[src/sv/sst_pkg.sv]
// Package for the seat session table: widths, register indexes, status codes,
// item types and the command and status structs between controller and datapath.
// Depends on nothing.
package sst_pkg;

  // Table size and derived widths.
  localparam int SLOTS   = 16;
  localparam int IDX_W   = (SLOTS > 1) ? $clog2(SLOTS) : 1;
  localparam int CNT_W   = $clog2(SLOTS + 1);
  localparam int MAXS_W  = 5;
  localparam int CMP_W   = (CNT_W > MAXS_W) ? CNT_W : MAXS_W;

  // Field widths.
  localparam int USER_W    = 32;
  localparam int TIME_W    = 32;
  localparam int YEAR_W    = 14;
  localparam int MONTH_W   = 4;
  localparam int DAY_W     = 5;
  localparam int TMO_W     = 16;
  localparam int STATUS_W  = 2;
  localparam int SLOTOUT_W = 4;
  localparam int ENTRY_W   = USER_W + TIME_W;

  // Configuration port.
  localparam int CFG_IDX_W  = 3;
  localparam int CFG_DATA_W = 16;
  localparam logic [CFG_IDX_W-1:0] CFG_MAX_SESSIONS = 3'd0;
  localparam logic [CFG_IDX_W-1:0] CFG_IDLE_TIMEOUT = 3'd1;
  localparam logic [CFG_IDX_W-1:0] CFG_EXPIRY_YEAR  = 3'd2;
  localparam logic [CFG_IDX_W-1:0] CFG_EXPIRY_MONTH = 3'd3;
  localparam logic [CFG_IDX_W-1:0] CFG_EXPIRY_DAY   = 3'd4;

  // Register reset values.
  localparam logic [MAXS_W-1:0]  RST_MAX_SESSIONS = 5'd1;
  localparam logic [TMO_W-1:0]   RST_IDLE_TIMEOUT = 16'd600;
  localparam logic [YEAR_W-1:0]  RST_EXPIRY_YEAR  = 14'd0;
  localparam logic [MONTH_W-1:0] RST_EXPIRY_MONTH = 4'd12;
  localparam logic [DAY_W-1:0]   RST_EXPIRY_DAY   = 5'd31;

  // Result status codes.
  localparam logic [STATUS_W-1:0] ST_GRANTED = 2'd0;
  localparam logic [STATUS_W-1:0] ST_DENIED  = 2'd1;
  localparam logic [STATUS_W-1:0] ST_EXPIRED = 2'd2;
  localparam logic [STATUS_W-1:0] ST_NOINIT  = 2'd3;

  // Which slot a table write goes to.
  typedef enum logic [1:0] {
    WR_HIT,
    WR_REUSE,
    WR_CREATE
  } sst_wr_e;

  typedef struct packed {
    logic [USER_W-1:0]  user_id;
    logic [TIME_W-1:0]  now_seconds;
    logic [YEAR_W-1:0]  today_year;
    logic [MONTH_W-1:0] today_month;
    logic [DAY_W-1:0]   today_day;
  } sst_in_t;

  typedef struct packed {
    logic [STATUS_W-1:0]  status;
    logic [SLOTOUT_W-1:0] slot_index;
  } sst_out_t;

  // Controller to datapath.
  typedef struct packed {
    logic                load_item;
    logic                scan_init;
    logic                issue;
    logic                wr_en;
    sst_wr_e             wr_sel;
    logic                res_load;
    logic [STATUS_W-1:0] res_status;
    logic                out_load;
  } sst_cmd_t;

  // Datapath to controller.
  typedef struct packed {
    logic noinit;
    logic expired;
    logic more;
    logic rd_pending;
    logic hit;
    logic have_exp;
    logic can_create;
  } sst_stat_t;

endpackage

[src/sv/sst_ram.sv]
// Generic simple dual-port RAM with one write port and a registered read port.
// Depends on nothing.
module sst_ram #(
  parameter int WIDTH = 8,
  parameter int DEPTH = 16
) (
  input  logic                                        clk_i,
  input  logic                                        wr_en_i,
  input  logic [((DEPTH > 1) ? $clog2(DEPTH) : 1)-1:0] wr_addr_i,
  input  logic [WIDTH-1:0]                            wr_data_i,
  input  logic                                        rd_en_i,
  input  logic [((DEPTH > 1) ? $clog2(DEPTH) : 1)-1:0] rd_addr_i,
  output logic [WIDTH-1:0]                            rd_data_o
);

  logic [WIDTH-1:0] mem_q [DEPTH];

  // Write port.
  always_ff @(posedge clk_i) begin
    if (wr_en_i) begin
      mem_q[wr_addr_i] <= wr_data_i;
    end
  end

  // Registered read port.
  always_ff @(posedge clk_i) begin
    if (rd_en_i) begin
      rd_data_o <= mem_q[rd_addr_i];
    end
  end

endmodule

[src/sv/sst_dp.sv]
// Datapath of the seat session table: item and configuration registers, the
// slot RAM, the scan address and candidate tracking, and the result registers.
// Depends on sst_pkg and sst_ram.
module sst_dp import sst_pkg::*; (
  input  logic                  clk_i,
  input  logic                  rst_ni,
  input  sst_in_t               in_item_i,
  input  logic                  cfg_we_i,
  input  logic [CFG_IDX_W-1:0]  cfg_index_i,
  input  logic [CFG_DATA_W-1:0] cfg_data_i,
  input  sst_cmd_t              cmd_i,
  output sst_stat_t             stat_o,
  output sst_out_t              out_item_o
);

  sst_in_t              item_q;
  logic [MAXS_W-1:0]    max_sessions_q;
  logic [TMO_W-1:0]     idle_timeout_q;
  logic [YEAR_W-1:0]    expiry_year_q;
  logic [MONTH_W-1:0]   expiry_month_q;
  logic [DAY_W-1:0]     expiry_day_q;

  logic [CNT_W-1:0]     created_q;
  logic [CNT_W-1:0]     k_q;
  logic                 rd_vld_q;
  logic [IDX_W-1:0]     rd_addr_q;
  logic                 have_exp_q;
  logic [IDX_W-1:0]     exp_slot_q;
  logic [STATUS_W-1:0]  res_status_q;
  logic [IDX_W-1:0]     res_slot_q;
  sst_out_t             out_q;

  logic [CNT_W-1:0]     rd_addr_full;
  logic [IDX_W-1:0]     rd_addr;
  logic [ENTRY_W-1:0]   rd_data;
  logic [USER_W-1:0]    rd_user;
  logic [TIME_W-1:0]    rd_last;
  logic [TIME_W:0]      expire_at;
  logic [TIME_W:0]      now_ext;
  logic                 active;
  logic                 reusable;
  logic [CMP_W-1:0]     created_ext;
  logic [CMP_W-1:0]     max_ext;
  logic [CMP_W-1:0]     examined_ext;
  logic [CNT_W-1:0]     examined;
  logic [IDX_W-1:0]     wr_slot;
  logic [SLOTOUT_W+IDX_W-1:0] slot_ext;

  // Item capture.
  always_ff @(posedge clk_i) begin
    if (cmd_i.load_item) begin
      item_q <= in_item_i;
    end
  end

  // Configuration registers.
  always_ff @(posedge clk_i or negedge rst_ni) begin
    if (!rst_ni) begin
      max_sessions_q <= RST_MAX_SESSIONS;
      idle_timeout_q <= RST_IDLE_TIMEOUT;
      expiry_year_q  <= RST_EXPIRY_YEAR;
      expiry_month_q <= RST_EXPIRY_MONTH;
      expiry_day_q   <= RST_EXPIRY_DAY;
    end else if (cfg_we_i) begin
      case (cfg_index_i)
        CFG_MAX_SESSIONS: max_sessions_q <= cfg_data_i[MAXS_W-1:0];
        CFG_IDLE_TIMEOUT: idle_timeout_q <= cfg_data_i[TMO_W-1:0];
        CFG_EXPIRY_YEAR:  expiry_year_q  <= cfg_data_i[YEAR_W-1:0];
        CFG_EXPIRY_MONTH: expiry_month_q <= cfg_data_i[MONTH_W-1:0];
        CFG_EXPIRY_DAY:   expiry_day_q   <= cfg_data_i[DAY_W-1:0];
        default: ;
      endcase
    end
  end

  // License date checks on the captured item.
  assign stat_o.noinit  = (expiry_year_q == '0);
  assign stat_o.expired = (item_q.today_year > expiry_year_q) ||
                          ((item_q.today_year == expiry_year_q) &&
                           ((item_q.today_month > expiry_month_q) ||
                            ((item_q.today_month == expiry_month_q) &&
                             (item_q.today_day > expiry_day_q))));

  // Only the newest min(created, max_sessions) slots take part in the scan.
  assign created_ext  = CMP_W'(created_q);
  assign max_ext      = CMP_W'(max_sessions_q);
  assign examined_ext = (created_ext < max_ext) ? created_ext : max_ext;
  assign examined     = examined_ext[CNT_W-1:0];
  assign stat_o.more       = (k_q < examined);
  assign stat_o.rd_pending = rd_vld_q;
  assign stat_o.can_create = (created_ext < max_ext) && (created_q < CNT_W'(SLOTS));
  assign stat_o.have_exp   = have_exp_q;

  // Scan walks from the newest slot downward.
  assign rd_addr_full = created_q - CNT_W'(1) - k_q;
  assign rd_addr      = rd_addr_full[IDX_W-1:0];

  // Slot evaluation on the read data, 33-bit sum so nothing wraps.
  assign rd_user   = rd_data[ENTRY_W-1:TIME_W];
  assign rd_last   = rd_data[TIME_W-1:0];
  assign expire_at = {1'b0, rd_last} + (TIME_W + 1)'(idle_timeout_q);
  assign now_ext   = {1'b0, item_q.now_seconds};
  assign active    = (expire_at > now_ext);
  assign reusable  = (expire_at < now_ext);
  assign stat_o.hit = rd_vld_q && active && (rd_user == item_q.user_id);

  // Scan counter, read pipeline and newest reusable slot.
  always_ff @(posedge clk_i or negedge rst_ni) begin
    if (!rst_ni) begin
      k_q        <= '0;
      rd_vld_q   <= 1'b0;
      have_exp_q <= 1'b0;
    end else begin
      rd_vld_q <= cmd_i.issue;
      if (cmd_i.scan_init) begin
        k_q        <= '0;
        have_exp_q <= 1'b0;
      end else begin
        if (cmd_i.issue) begin
          k_q <= k_q + CNT_W'(1);
        end
        if (rd_vld_q && reusable && !have_exp_q) begin
          have_exp_q <= 1'b1;
        end
      end
    end
  end

  always_ff @(posedge clk_i) begin
    if (cmd_i.issue) begin
      rd_addr_q <= rd_addr;
    end
    if (rd_vld_q && reusable && !have_exp_q) begin
      exp_slot_q <= rd_addr_q;
    end
  end

  // Target slot of a table write.
  always_comb begin
    case (cmd_i.wr_sel)
      WR_HIT:    wr_slot = rd_addr_q;
      WR_REUSE:  wr_slot = exp_slot_q;
      WR_CREATE: wr_slot = created_q[IDX_W-1:0];
      default:   wr_slot = '0;
    endcase
  end

  // Slot count grows with every created slot.
  always_ff @(posedge clk_i or negedge rst_ni) begin
    if (!rst_ni) begin
      created_q <= '0;
    end else if (cmd_i.wr_en && (cmd_i.wr_sel == WR_CREATE)) begin
      created_q <= created_q + CNT_W'(1);
    end
  end

  sst_ram #(
    .WIDTH (ENTRY_W),
    .DEPTH (SLOTS)
  ) u_slot_ram (
    .clk_i     (clk_i),
    .wr_en_i   (cmd_i.wr_en),
    .wr_addr_i (wr_slot),
    .wr_data_i ({item_q.user_id, item_q.now_seconds}),
    .rd_en_i   (cmd_i.issue),
    .rd_addr_i (rd_addr),
    .rd_data_o (rd_data)
  );

  // Result and output registers.
  always_ff @(posedge clk_i) begin
    if (cmd_i.res_load) begin
      res_status_q <= cmd_i.res_status;
      res_slot_q   <= (cmd_i.res_status == ST_GRANTED) ? wr_slot : '0;
    end
    if (cmd_i.out_load) begin
      out_q.status     <= res_status_q;
      out_q.slot_index <= slot_ext[SLOTOUT_W-1:0];
    end
  end

  assign slot_ext   = (SLOTOUT_W + IDX_W)'(res_slot_q);
  assign out_item_o = out_q;

endmodule

[src/sv/sst_ctrl.sv]
// Controller of the seat session table: sequences date check, slot scan,
// table write and result hand-off, and owns the handshake flags.
// Depends on sst_pkg.
module sst_ctrl import sst_pkg::*; (
  input  logic      clk_i,
  input  logic      rst_ni,
  input  logic      in_valid_i,
  output logic      in_stall_o,
  output logic      out_valid_o,
  input  logic      out_stall_i,
  input  sst_stat_t stat_i,
  output sst_cmd_t  cmd_o
);

  localparam logic [1:0] S_IDLE  = 2'd0;
  localparam logic [1:0] S_CHECK = 2'd1;
  localparam logic [1:0] S_SCAN  = 2'd2;
  localparam logic [1:0] S_DONE  = 2'd3;

  logic [1:0] state_q, state_d;
  logic       out_valid_q, out_valid_d;
  logic       out_free;

  assign in_stall_o  = (state_q != S_IDLE);
  assign out_valid_o = out_valid_q;
  assign out_free    = !out_valid_q || !out_stall_i;

  // Next state and commands.
  always_comb begin
    state_d          = state_q;
    cmd_o.load_item  = 1'b0;
    cmd_o.scan_init  = 1'b0;
    cmd_o.issue      = 1'b0;
    cmd_o.wr_en      = 1'b0;
    cmd_o.wr_sel     = WR_HIT;
    cmd_o.res_load   = 1'b0;
    cmd_o.res_status = ST_DENIED;
    cmd_o.out_load   = 1'b0;
    case (state_q)
      S_IDLE: begin
        if (in_valid_i) begin
          cmd_o.load_item = 1'b1;
          state_d         = S_CHECK;
        end
      end
      S_CHECK: begin
        if (stat_i.noinit) begin
          cmd_o.res_load   = 1'b1;
          cmd_o.res_status = ST_NOINIT;
          state_d          = S_DONE;
        end else if (stat_i.expired) begin
          cmd_o.res_load   = 1'b1;
          cmd_o.res_status = ST_EXPIRED;
          state_d          = S_DONE;
        end else begin
          cmd_o.scan_init = 1'b1;
          state_d         = S_SCAN;
        end
      end
      S_SCAN: begin
        if (stat_i.hit) begin
          // Active slot of this user: refresh it.
          cmd_o.wr_en      = 1'b1;
          cmd_o.wr_sel     = WR_HIT;
          cmd_o.res_load   = 1'b1;
          cmd_o.res_status = ST_GRANTED;
          state_d          = S_DONE;
        end else if (stat_i.more) begin
          cmd_o.issue = 1'b1;
        end else if (!stat_i.rd_pending) begin
          // Scan finished without a hit: reuse, create or deny.
          cmd_o.res_load = 1'b1;
          state_d        = S_DONE;
          if (stat_i.have_exp) begin
            cmd_o.wr_en      = 1'b1;
            cmd_o.wr_sel     = WR_REUSE;
            cmd_o.res_status = ST_GRANTED;
          end else if (stat_i.can_create) begin
            cmd_o.wr_en      = 1'b1;
            cmd_o.wr_sel     = WR_CREATE;
            cmd_o.res_status = ST_GRANTED;
          end else begin
            cmd_o.res_status = ST_DENIED;
          end
        end
      end
      S_DONE: begin
        if (out_free) begin
          cmd_o.out_load = 1'b1;
          state_d        = S_IDLE;
        end
      end
      default: begin
        state_d = S_IDLE;
      end
    endcase
  end

  // Output valid flag: set on load, cleared when the item is taken.
  always_comb begin
    out_valid_d = out_valid_q;
    if (cmd_o.out_load) begin
      out_valid_d = 1'b1;
    end else if (!out_stall_i) begin
      out_valid_d = 1'b0;
    end
  end

  always_ff @(posedge clk_i or negedge rst_ni) begin
    if (!rst_ni) begin
      state_q     <= S_IDLE;
      out_valid_q <= 1'b0;
    end else begin
      state_q     <= state_d;
      out_valid_q <= out_valid_d;
    end
  end

  // The table is written only when the scan concludes.
  a_wr_in_scan: assert property (@(posedge clk_i) disable iff (!rst_ni)
    cmd_o.wr_en |-> (state_q == S_SCAN))
    else $error("table write outside the scan");

  // No read is issued past the examined slots.
  a_issue_bounded: assert property (@(posedge clk_i) disable iff (!rst_ni)
    cmd_o.issue |-> stat_i.more)
    else $error("slot read beyond the examined range");

  // A hit during the scan ends it at once.
  a_hit_ends_scan: assert property (@(posedge clk_i) disable iff (!rst_ni)
    (state_q == S_SCAN && stat_i.hit) |=> (state_q == S_DONE))
    else $error("scan continued after a hit");

  // A loaded result is presented in the following cycle.
  a_out_loaded: assert property (@(posedge clk_i) disable iff (!rst_ni)
    cmd_o.out_load |=> out_valid_q)
    else $error("result loaded but not presented");

endmodule

[src/sv/seat_session_table.sv]
// Seat session table: grants, refreshes or denies session slots per user request.
// An uninitialized block or an expired license ends an item after the date check; otherwise
// the scan examines min(slots created, max_sessions) slots, at most 16 with 16 slots;
// the scan reads one slot per cycle through the single read port of the slot RAM, newest
// slot first, and stops at the first active slot of the requesting user. The finished
// result sits in an output register, so the next item is accepted while it waits.
// Configuration is to be written through the cfg port only while the block is idle;
// the user must keep to this, as the block itself does not enforce it.
module seat_session_table import sst_pkg::*; (
  input  logic                  clk_i,
  input  logic                  rst_ni,
  input  logic                  in_valid_i,
  output logic                  in_stall_o,
  input  sst_in_t               in_item_i,
  output logic                  out_valid_o,
  input  logic                  out_stall_i,
  output sst_out_t              out_item_o,
  input  logic                  cfg_valid_i,
  output logic                  cfg_ready_o,
  input  logic [CFG_IDX_W-1:0]  cfg_index_i,
  input  logic [CFG_DATA_W-1:0] cfg_data_i
);

  sst_cmd_t  cmd;
  sst_stat_t stat;

  // Register writes are always taken.
  assign cfg_ready_o = 1'b1;

  sst_ctrl u_ctrl (
    .clk_i       (clk_i),
    .rst_ni      (rst_ni),
    .in_valid_i  (in_valid_i),
    .in_stall_o  (in_stall_o),
    .out_valid_o (out_valid_o),
    .out_stall_i (out_stall_i),
    .stat_i      (stat),
    .cmd_o       (cmd)
  );

  sst_dp u_dp (
    .clk_i       (clk_i),
    .rst_ni      (rst_ni),
    .in_item_i   (in_item_i),
    .cfg_we_i    (cfg_valid_i & cfg_ready_o),
    .cfg_index_i (cfg_index_i),
    .cfg_data_i  (cfg_data_i),
    .cmd_i       (cmd),
    .stat_o      (stat),
    .out_item_o  (out_item_o)
  );

endmodule
[config.mk]
export PLATFORM = sky130hd
export DESIGN_NAME = seat_session_table
export DESIGN_NICKNAME = d
export VERILOG_FILES = /design/src/sv/sst_pkg.sv /design/src/sv/sst_ram.sv /design/src/sv/sst_dp.sv /design/src/sv/sst_ctrl.sv /design/src/sv/seat_session_table.sv
export SDC_FILE = /design/constraint.sdc
export NUM_CORES = 1
export LEC_CHECK = 0
export ABC_AREA = 0
export BUFFER_PORTS_ARGS = -buffer_cell sky130_fd_sc_hd__buf_2
export CAP_MARGIN = 40
export CORE_MARGIN = 3
export CORE_UTILIZATION = 35
export CTS_BUF_LIST = sky130_fd_sc_hd__clkbuf_4 sky130_fd_sc_hd__clkbuf_8
export CTS_CLUSTER_DIAMETER = 100
export CTS_CLUSTER_SIZE = 14
export DETAILED_ROUTE_END_ITERATION = 8
export GPL_ROUTABILITY_DRIVEN = 0
export SYNTH_ARGS = -nofsm -noshare
export SYNTH_HDL_FRONTEND = slang
export SYNTH_SLANG_ARGS = --single-unit
[constraint.sdc]
create_clock -name clk_i -period 10.3 [get_ports clk_i]
set_input_delay 0.515 -clock clk_i [delete_from_list [all_inputs] [get_ports clk_i]]
set_output_delay 0.515 -clock clk_i [all_outputs]
set_load 0.03 [all_outputs]
* After elaboration in Yosys (flattened, before gate mapping)
Memory sizes are Yosys's and may differ from the RTL's. A register that Yosys moved wholly into a read port is not among the register bits.
Index checks and enable logic that the tools add are counted.
** Word-level totals
- Bits in registers :: 166
- Memories kept :: 1
- Output and inout bits :: 9
- Bits in writable memories :: 1024
** Operators by class
- Reductions and logical operators :: 28
- Eq/ne operators :: 17
- Mux-type cells :: 38
- Add/sub/neg operators :: 5
- $lt $le $gt $ge :: 8
** Memory list
- u_dp.u_slot_ram.mem_q :: words 16, bits a word 64, read ports 1, clocked after Yosys merged registers in 1, write ports 1, RTL line sst_ram.sv:16 : logic [WIDTH-1:0] mem_q [DEPTH];
** Operators by type and width (count)
- $add 32x16->33 :: 1
- $gt 33x32->1 :: 1
- $lt 33x32->1 :: 1
- $eq 32x32->1 :: 1
- $mux 1 :: 19
- $mux 6 :: 3
- $mux 5 :: 3
- $eq 14x14->1 :: 1
- $gt 14x14->1 :: 1
- $logic_not 14->1 :: 1
- $mux 3 :: 4
- $pmux 4 s3 :: 1
- $add 5x1->5 const B :: 2
- $lt 5x5->1 :: 2
- $mux 2 :: 5
- $reduce_and 2->1 :: 5
- $logic_and 1x1->1 :: 8
- $pmux 2 s4 :: 1
- $eq 2x2->1 const B :: 3
- $eq 3x2->1 const B :: 2
- $logic_not 2->1 :: 3
- $ne 3x3->1 const B :: 2
- $pmux 3 s2 :: 1
- $reduce_bool 2->1 :: 3
- other kinds (16) :: 22

* Longest topological paths before layout
Gate-level depths: netlist of the first run.
- Word-level depth :: 10
- Gate-level depth with buffers :: 20
- Mapped depth without buffers :: 20

* By module
From an unflattened synthesis of the first run, not the netlist that was laid out.
** Unflattened totals
- Cells, all modules :: 2427
- Area total of the unflattened synthesis :: 49398.6 um^2
** Modules (own cells, without submodules)
- sst_ram :: cells each 1647, seq. area each 32671.3 um^2, area each 40222.3 um^2, times used 1
- sst_dp :: cells each 739, seq. area each 4629.4 um^2, area each 8823.5 um^2, times used 1
- sst_ctrl :: cells each 39, seq. area each 75.1 um^2, area each 341.6 um^2, times used 1
- seat_session_table :: cells each 2, seq. area each 0.0 um^2, area each 11.3 um^2, times used 1

* Worst setup path before layout of the first run
No wires, ideal clock.
- Path kind :: flip-flop to flip-flop
- From :: register u_dp.idle_timeout_q[4]
- To :: memory u_dp.u_slot_ram.mem_q[8][0] in the netlist's numbering (enable)
- Stages on the path, launching flop included :: 19
- Setup time :: 0.486 ns
- Arrival time :: 6.778 ns
- Slack :: 3.035 ns
- Required time :: 9.814 ns
- Buffers on the path :: 0
- Path through :: dfstp_2 > ha_1 > nand3_1 > o2111ai_1 > a211oi_1 > o31ai_1 > a221oi_1 > nor2_1 > nand2_1 > xnor2_1 > ha_1 > nand4_1 > nor4bb_1 > inv_1 > o32ai_1 > o21ai_0 > a311oi_2 > nand4_1 > nor2_1
** On the way
- Cells in the longest elaborated chain, start to end :: 8
- Elaborated cells between the ends (all ways) :: 12
- Those cells by class :: 1 x add/sub; 1 x order compare; 2 x eq/ne; 5 x mux; 3 x reduce/logical
** Ends and longest elaborated chain
- from (decl) :: RTL line sst_dp.sv:18 : logic [TMO_W-1:0] idle_timeout_q;
- from (signal assigned) :: RTL line sst_dp.sv:67 : CFG_IDLE_TIMEOUT: idle_timeout_q <= cfg_data_i[TMO_W-1:0];
- $add 32x16->33 (*) :: RTL line sst_dp.sv:101 : assign expire_at = {1'b0, rd_last} + (TIME_W + 1)'(idle_timeout_q);
- $gt 33x32->1 (*) :: RTL line sst_dp.sv:103 : assign active = (expire_at > now_ext);
- $logic_and 1x1->1 (*) (2 in a row) :: RTL line sst_dp.sv:105 : assign stat_o.hit = rd_vld_q && active && (rd_user == item_q.user_id);
- $mux 6 (*) :: RTL line sst_ctrl.sv:61 : if (stat_i.hit) begin
- $mux 4 (*) :: RTL line sst_ctrl.sv:39 : case (state_q)
- $eq 2x2->1 (tied with other cells) :: RTL line sst_dp.sv:140 : case (cmd_i.wr_sel)
- $pmux 4 s3 or $mux 1 (tied branches) :: RTL line sst_dp.sv:140, sst_ram.sv:21
- to (decl) :: RTL line sst_ram.sv:16
Mark *: on every way between the ends. The rest lies on a longest branch, timed or not.

* Final worst setup path of the first run
- From :: register u_dp.u_slot_ram.rd_data_o[1] (read register of u_dp.u_slot_ram.mem_q)
- To :: memory u_dp.u_slot_ram.mem_q[10][48] in the netlist's numbering (enable)
** On the way
- Cells in the longest elaborated chain, start to end :: 8
- Elaborated cells between the ends (all ways) :: 12
- Those cells by class :: 1 x add/sub; 1 x order compare; 2 x eq/ne; 5 x mux; 3 x reduce/logical
** Ends and longest elaborated chain
- from (decl) :: RTL line sst_ram.sv:13 : output logic [WIDTH-1:0] rd_data_o
- $add 32x16->33 (*) :: RTL line sst_dp.sv:101
- $gt 33x32->1 (*) :: RTL line sst_dp.sv:103
- $logic_and 1x1->1 (*) (2 in a row) :: RTL line sst_dp.sv:105
- $mux 6 (*) :: RTL line sst_ctrl.sv:61
- $mux 4 (*) :: RTL line sst_ctrl.sv:39
- $eq 2x2->1 (tied with other cells) :: RTL line sst_dp.sv:140
- $pmux 4 s3 or $mux 1 (tied branches) :: RTL line sst_dp.sv:140, sst_ram.sv:21
Marked as above.

==> run summary, run 1 <==
Slew Limit Headroom -> 38.88%
fin area -> 56390 um2
Synth Flop Type -> edfxtp_1
Adder-Cell Fraction of Synth Area -> 2.307%
CTS Hold Buffers Added -> 105
Leak -> 18.23 nW
pwr dens -> 301.1 nW/um2
cells after synthesis -> 2613
CP arrival -> 7750 ps
Post-Synth XOR/XNOR Area -> 1.173%
CP startpoint kind -> register
setup TNS -> 0 ps
mux contribution to synthesized area -> 12.06%
io pins -> 120
ANT nets after route -> 0
Fin. Hold Viols -> 0
Yosys top cell by area -> edfxtp_1
crit path time final -> 7317 ps
hold path depth -> 4
synthesized cell area -> 50010 um2
FFs w/ async S/R, synth -> 4.705%
Avg WL per Cell -> 23.78 um
first-pass GRT wire length -> 172400 um
status -> completed
Setup CP Type -> reg -> reg
top cell type's share of synthesized area -> 71.75%
syn_nets -> 2815
Crit. End Element -> register
Mean Syn Cell Area -> 19.14 um2
pin count of the biggest net entering global routing -> 113
commonest cells in the netlist -> 1195 x edfxtp_1, 256 x mux4_2, 186 x nand2_1, 90 x inv_1, 89 x ha_1
share of cells above drive strength 1 -> 22.79%
post-CTS setup buffers -> 0
Max clock buf depth -> 3
Worst VDD drop -> 0.3282 mV
PortBufs -> 118
clock sinks -> 1254
final worst-path cycle share -> 71.04%
# setup viols final -> 0
simple-gate area share of the yosys netlist -> 4.216%
max cap viols -> 0
Hold Path Class -> in -> reg
Die ar. -> 147500 um2
DRC errors left -> 0
Seq/Total Area, Yosys -> 74.74%
Compound-Gate Fraction of Synth Area -> 3.950%
First-pass DRT Iterations -> 5
final net count -> 3124
root buffer cell -> clkbuf_8
drt total wl -> 115300 um
initial drt markers -> 2274
most frequent cell after synthesis -> edfxtp_1
CTS tree -> yes
Die Wd -> 384.0 um
Die Span Y -> 384.0 um
post-cts sizing count -> 0
via count -> 25257
Fmax -> 136.7 MHz
Initial Utilization -> 35.28%
DP HPWL -> 69820 um
area grow syn2layout -> 12.75%
Via density -> 5.212
slew at the pin closest to its max-slew limit -> 912.8 ps
FF+latch count, synth -> 1254
clk_lat worst skew -> 850 ps
initial antenna violation count -> 6
H-tree depth -> 3
CTS Buf Count -> 99
Required @ worst endpoint -> 10740 ps
Syn. warnings -> 0
max-slew violations -> 0
grt ovf -> 0
cell count of the worst reg-to-reg path -> 19
unrepaired setup endpoints after global routing -> false
largest family of logic cells by synthesized area -> multiplexers
core box area -> 141800 um2
Rows -> 138
synth unique cells -> 78
top post-synthesis cells by area -> edfxtp_1 72%, mux4_2 12%, dfrtp_1 2.4%
Final Skew -> 60.59 ps
DP Area -> 53660 um2
number of synthesized flops with an enable pin -> 1195
vias in the first global route -> 25964
CP max FO -> 42
Reg clk slew, reported paths -> 100 ps
gr usage total -> 15.63%
[cell usage in the layout (no fill, tap or decap), drive strengths merged, types with 47 or more instances in the layout]
cell type and n:
a211oi 71, a31oi 66, and2 70, buf 209, clkbuf 124, dfrtp 47, dlygate4sd3 105, edfxtp 1195
ha 89, inv 93, mux4 256, nand2 186, nor2 66, o21ai 53
[sequential cells by signal (all words and copies together) (netlist names), 6 cells and up]
name	count
u_dp.item_q	87
u_dp.out_item_o	6
u_dp.expiry_year_q	14
u_dp.idle_timeout_q	16
u_dp.u_slot_ram.mem_q	1024
u_dp.u_slot_ram.rd_data_o	64
[metal layers]
layer  global-route usage (%)  wire, um
met3                    2.923      7018
met2                    24.47     53800
met1                    22.42     51510
met5                        0         0
met4                    4.219      2932
[per-stage QoR]
stage / setup slack, ps / hold WS (ps) / total power [mW] / std cells / util [%]
detailed placement: 3011 / 408.1 / 14.57 / 4605 / 37.85
global placement: 2993 / 404.3 / 14.44 / 4590 / 37.60
CTS: 2986 / 61.08 / 17.22 / 4842 / 39.77
finish: 2983 / 154.3 / 16.98 / 4846 / 39.78
global route: 2467 / 125.5 / 17.97 / 4846 / 39.78
floorplan: 3035 / 219.4 / 11.93 / 2613 / -
[final timing paths]
| kind | startpoint | end | slack, ps |
|---|---|---|---|
| max in group asynchronous | rst_ni | u_ctrl.state_q[0]$_DFFE_PN0P_ | 9340 |
| min in group asynchronous | rst_ni | u_dp.idle_timeout_q[7]$_DFFE_PN0P_ | 370 |
| worst max register to register | u_dp.u_slot_ram.rd_data_o[1]$_DFFE_PP_ | u_dp.u_slot_ram.mem_q[10][48]$_DFFE_PP_ | 2980 |
| worst max-delay path | u_dp.u_slot_ram.rd_data_o[1]$_DFFE_PP_ | u_dp.u_slot_ram.mem_q[10][48]$_DFFE_PP_ | 2980 |
| worst min-delay path | cfg_index_i[0] | u_dp.max_ext[4]$_DFFE_PN0P_ | 150 |
| worst min register to register | u_dp.res_status_q[1]$_DFFE_PP_ | u_dp.out_item_o[5]$_DFFE_PP_ | 430 |
[power by group]
part	switching [mW]	internal, mW
combinational	4.56	3.18
clock	1.60	1.00
sequential	0.277	6.36
[critical path, cell delays in order (launching register included)]
cell and delay (ps):
edfxtp_1 410, ha_1 310, a21oi_1 210, o2111ai_1 230, a211oi_1 480, o31ai_1 200
a221oi_1 630, nor2_1 270, nand2_1 150, xnor2_1 70, ha_1 290, nand4_1 120
nor4bb_1 400, inv_1 80, o32ai_1 180, o21ai_0 290, a311oi_2 520, nand4_1 520
nor2_4 810, buf_4 730
[cell type report]
cell class                      count  area [um2]
Fill cell                       12722       85370
Antenna cell                        3       7.507
Tap cell                         1890        2365
Clock buffer                      124        1550
Inverter                           90       341.6
Clock inverter                      8       117.6
Timing Repair Buffer              314        2601
Multi-Input combinational cell   1163       12030
Sequential cell                  1254       37380
[kinds of logic (layout without fill, tap and decap cells)]
logic type | Yosys count | after routing
flip-flops | 1254 | 1254
adder cells (fa/ha/maj) | 91 | 91
other | 1 | 4
AO/OA/AOI/OAI | 289 | 289
AND/OR/NAND/NOR | 435 | 435
XOR/XNOR | 67 | 67
multiplexers | 280 | 280
buffers and inverters | 196 | 536
Power figures use the tool's default switching activity.
==> run 2, diff against run 1 <==
clock period = 7.6 ns   (was 10.3 ns; I/O delays follow)
==> run 2 against run 1 <==
  * Register-to-register slack got worse by 1800 ps
  * Via count fell by 0.60%
  * Utilization rose by 0.12 points
==> run summary, run 2 (synthesis gave the netlist of run 1 again) <==
status -> completed (unchanged)
r2r startpoint -> u_dp.u_slot_ram.rd_data_o[3]$_DFFE_PP_ (was u_dp.u_slot_ram.rd_data_o[1]$_DFFE_PP_)
clock sinks -> 1254 (unchanged)
crit path time final -> 6426 ps (was 7317 ps)
worst path bufs/invs -> 3 (was 2)
gr usage total -> 15.47% (was 15.63%)
CP arrival -> 6930 ps (was 7750 ps)
Fin. Hold Viols -> 0 (unchanged)
Initial Utilization -> 35.28% (unchanged)
fill cell count -> 12596 (was 12722)
worst flop-to-flop path endpoint -> u_dp.u_slot_ram.mem_q[15][40]$_DFFE_PP_ (was u_dp.u_slot_ram.mem_q[10][48]$_DFFE_PP_)
ANT nets after route -> 0 (unchanged)
post-CTS setup buffers -> 0 (unchanged)
# setup viols final -> 0 (unchanged)
Reg clk slew, reported paths -> 100 ps (about the same)
DRC errors left -> 0 (unchanged)
Crit. End Element -> register (unchanged)
Leak -> 18.28 nW (was 18.23 nW)
biggest registers after layout -> u_dp.u_slot_ram.mem_q x1024, u_dp.item_q x87, u_dp.u_slot_ram.rd_data_o x64 (unchanged)
pin count of the biggest net entering global routing -> 90 (was 113)
max cap viols -> 0 (unchanged)
Critical-path top delay cell -> nor2_4 (unchanged)
CP startpoint kind -> register (unchanged)
setup TNS -> 0 ps (unchanged)
Fmax -> 155.6 MHz (was 136.7 MHz)
Avg WL per Cell -> 23.50 um (was 23.78 um)
vias in the first global route -> 25643 (was 25964)
hold path start -> in_valid_i (was cfg_index_i[0])
Die Span Y -> 384.0 um (unchanged)
Final Skew -> 51.18 ps (was 60.59 ps)
Worst VDD drop -> 0.6301 mV (was 0.3282 mV)
Hold Path Class -> in -> reg (unchanged)
Die Wd -> 384.0 um (unchanged)
Worst R2R Setup Slack -> 1170 ps (was 2980 ps)
worst hold slack -> 122.3 ps (was 154.3 ps)
Rows -> 138 (unchanged)
fin area -> 56560 um2 (was 56390 um2)
H-tree depth -> 3 (unchanged)
core box area -> 141800 um2 (unchanged)
# placed instances -> 4608 (was 4605)
most common cell after layout, fill and taps aside -> edfxtp_1 (unchanged)
hold path depth -> 2 (was 4)
drt total wl -> 114200 um (was 115300 um)
Die ar. -> 147500 um2 (unchanged)
most frequent cells in the layout -> 1195 x edfxtp_1, 256 x mux4_2, 186 x nand2_1 (unchanged)
slew at the pin closest to its max-slew limit -> 946.0 ps (was 912.8 ps)
Via density -> 5.164 (was 5.212)
family with the most delay on the worst path -> simple AND/OR/NAND/NOR gates (was compound AO/OA/AOI/OAI gates)
area grow syn2layout -> 13.10% (was 12.75%)
CTS tree -> yes (unchanged)
clock share of power -> 15.5% (was 15.3%)
multi-input logic area -> 12030 um2 (unchanged)
grt ovf -> 0 (unchanged)
first-pass GRT wire length -> 170800 um (was 172400 um)
clk_lat worst skew -> 830 ps (was 850 ps)
largest stage delay on the critical path -> 740 ps (was 810 ps)
Gate power share -> 45.0% (was 45.6%)
final worst slack -> 1174 ps (was 2983 ps)
initial drt markers -> 2282 (was 2274)
Slew Limit Headroom -> 36.93% (was 38.88%)
final worst-path cycle share -> 84.56% (was 71.04%)
root buffer cell -> clkbuf_8 (unchanged)
crit path cell chain -> ha_1, nand3_1, o2111ai_1, a211oi_1, o31ai_1, a221oi_1, buf_4, nor2_1, nand2_1, xnor2_1, ha_1, nand4_1, nor4bb_1, inv_1, o32ai_1, o21ai_0, a311oi_2, nand4_1, nor2_4, buf_4 (was ha_1, a21oi_1, o2111ai_1, a211oi_1, o31ai_1, a221oi_1, nor2_1, nand2_1, xnor2_1, ha_1, nand4_1, nor4bb_1, inv_1, o32ai_1, o21ai_0, a311oi_2, nand4_1, nor2_4, buf_4)
initial antenna violation count -> 4 (was 6)
CTS Hold Buffers Added -> 115 (was 105)
FF/Latch Area -> 37380 um2 (unchanged)
share of total power in sequential cells -> 39.5% (was 39.1%)
First-pass DRT Iterations -> 5 (unchanged)
via count -> 25106 (was 25257)
DP HPWL -> 67530 um (was 69820 um)
switching share of power -> 37.51% (was 37.89%)
max-slew violations -> 0 (unchanged)
post-cts sizing count -> 0 (unchanged)
Largest register FFs -> 1024 (unchanged)
Int Power -> 14.22 mW (was 10.55 mW)
sw power -> 8.536 mW (was 6.434 mW)
Worst Hold End -> u_dp.item_q[42]$_DFFE_PP_ (was u_dp.max_ext[4]$_DFFE_PN0P_)
DP Area -> 53720 um2 (was 53660 um2)
CTS Buf Count -> 101 (was 99)
Setup CP Type -> reg -> reg (unchanged)
Required @ worst endpoint -> 8100 ps (was 10740 ps)
PortBufs -> 118 (unchanged)
share of cells above drive strength 1 -> 22.90% (was 22.79%)
Most flops, register -> u_dp.u_slot_ram.mem_q (unchanged)
io pins -> 120 (unchanged)
Max clock buf depth -> 3 (unchanged)
Placement Setup Slack -> 1317 ps (was 3011 ps)
pwr dens -> 402.3 nW/um2 (was 301.1 nW/um2)
cell count of the worst reg-to-reg path -> 20 (was 19)
Final Non-Filler Cells -> 4862 (was 4846)
CP max FO -> 13 (was 42)
final net count -> 3139 (was 3124)
unrepaired setup endpoints after global routing -> false (unchanged)
[run 2: cell types whose count changed in the layout (fill, tap and decap cells not counted), moves of 2 or more]
cell,delta
buf_12,+16
dlygate4sd3_1,+10
buf_16,-8
buf_4,-4
clkbuf_8,+3
clkbuf_4,-2
inv_6,+2
[run 2: layout make-up]
class                      instances  share of cell area (%)
antenna                            3                 0.01327
clock buffer                     125                   2.787
clock inverter                    10                  0.1748
inverter                          90                  0.6039
multi-input combinational       1163                   21.27
sequential                      1254                   66.08
tap                             1890                   4.181
timing repair buffer             327                   4.893
[run 2: worst max path at each step]
stage / from / end / slack (ps) / cells past startpoint
floorplan: u_dp.idle_timeout_q[4]$_DFFE_PN1P_ / u_dp.u_slot_ram.mem_q[8][0]$_DFFE_PP_ / 340 / 18
global placement: u_dp.u_slot_ram.rd_data_o[4]$_DFFE_PP_ / u_dp.u_slot_ram.mem_q[15][38]$_DFFE_PP_ / 1280 / 20
detailed placement: u_dp.u_slot_ram.rd_data_o[1]$_DFFE_PP_ / u_dp.u_slot_ram.mem_q[15][40]$_DFFE_PP_ / 1320 / 20
CTS: u_dp.u_slot_ram.rd_data_o[3]$_DFFE_PP_ / u_dp.u_slot_ram.mem_q[15][33]$_DFFE_PP_ / 1250 / 20
global route: u_dp.u_slot_ram.rd_data_o[3]$_DFFE_PP_ / u_dp.u_slot_ram.mem_q[15][40]$_DFFE_PP_ / 800 / 20
finish: u_dp.u_slot_ram.rd_data_o[3]$_DFFE_PP_ / u_dp.u_slot_ram.mem_q[15][40]$_DFFE_PP_ / 1170 / 20
[run 2: power by group through the flow]
stage               registers, mW  clock network [mW]  logic (mW)
CTS                          9.00                3.66        10.4
detailed placement           9.15                   0        10.3
global placement             9.15                   0        10.3
floorplan                    9.10                   0        7.07
finish                       9.00                3.52        10.2
global route                 9.06                3.92        11.2
[run 2: per-layer routing]
metal	part of all wire [%]	GRT usage [%]	vias up
met5	0	0	-
met4	1.8	3.234	0
met3	6.6	3.148	133
met2	46	23.93	753
met1	45	22.67	13130
li1	-	-	11090
[run 2: stage by stage]
step	total power [mW]	util, %
5_1_grt	24.16	39.90
6_report	22.76	39.90
2_1_floorplan	16.17	-
3_3_place_gp	19.44	37.88
3_5_place_dp	19.47	37.90
4_1_cts	23.06	39.89
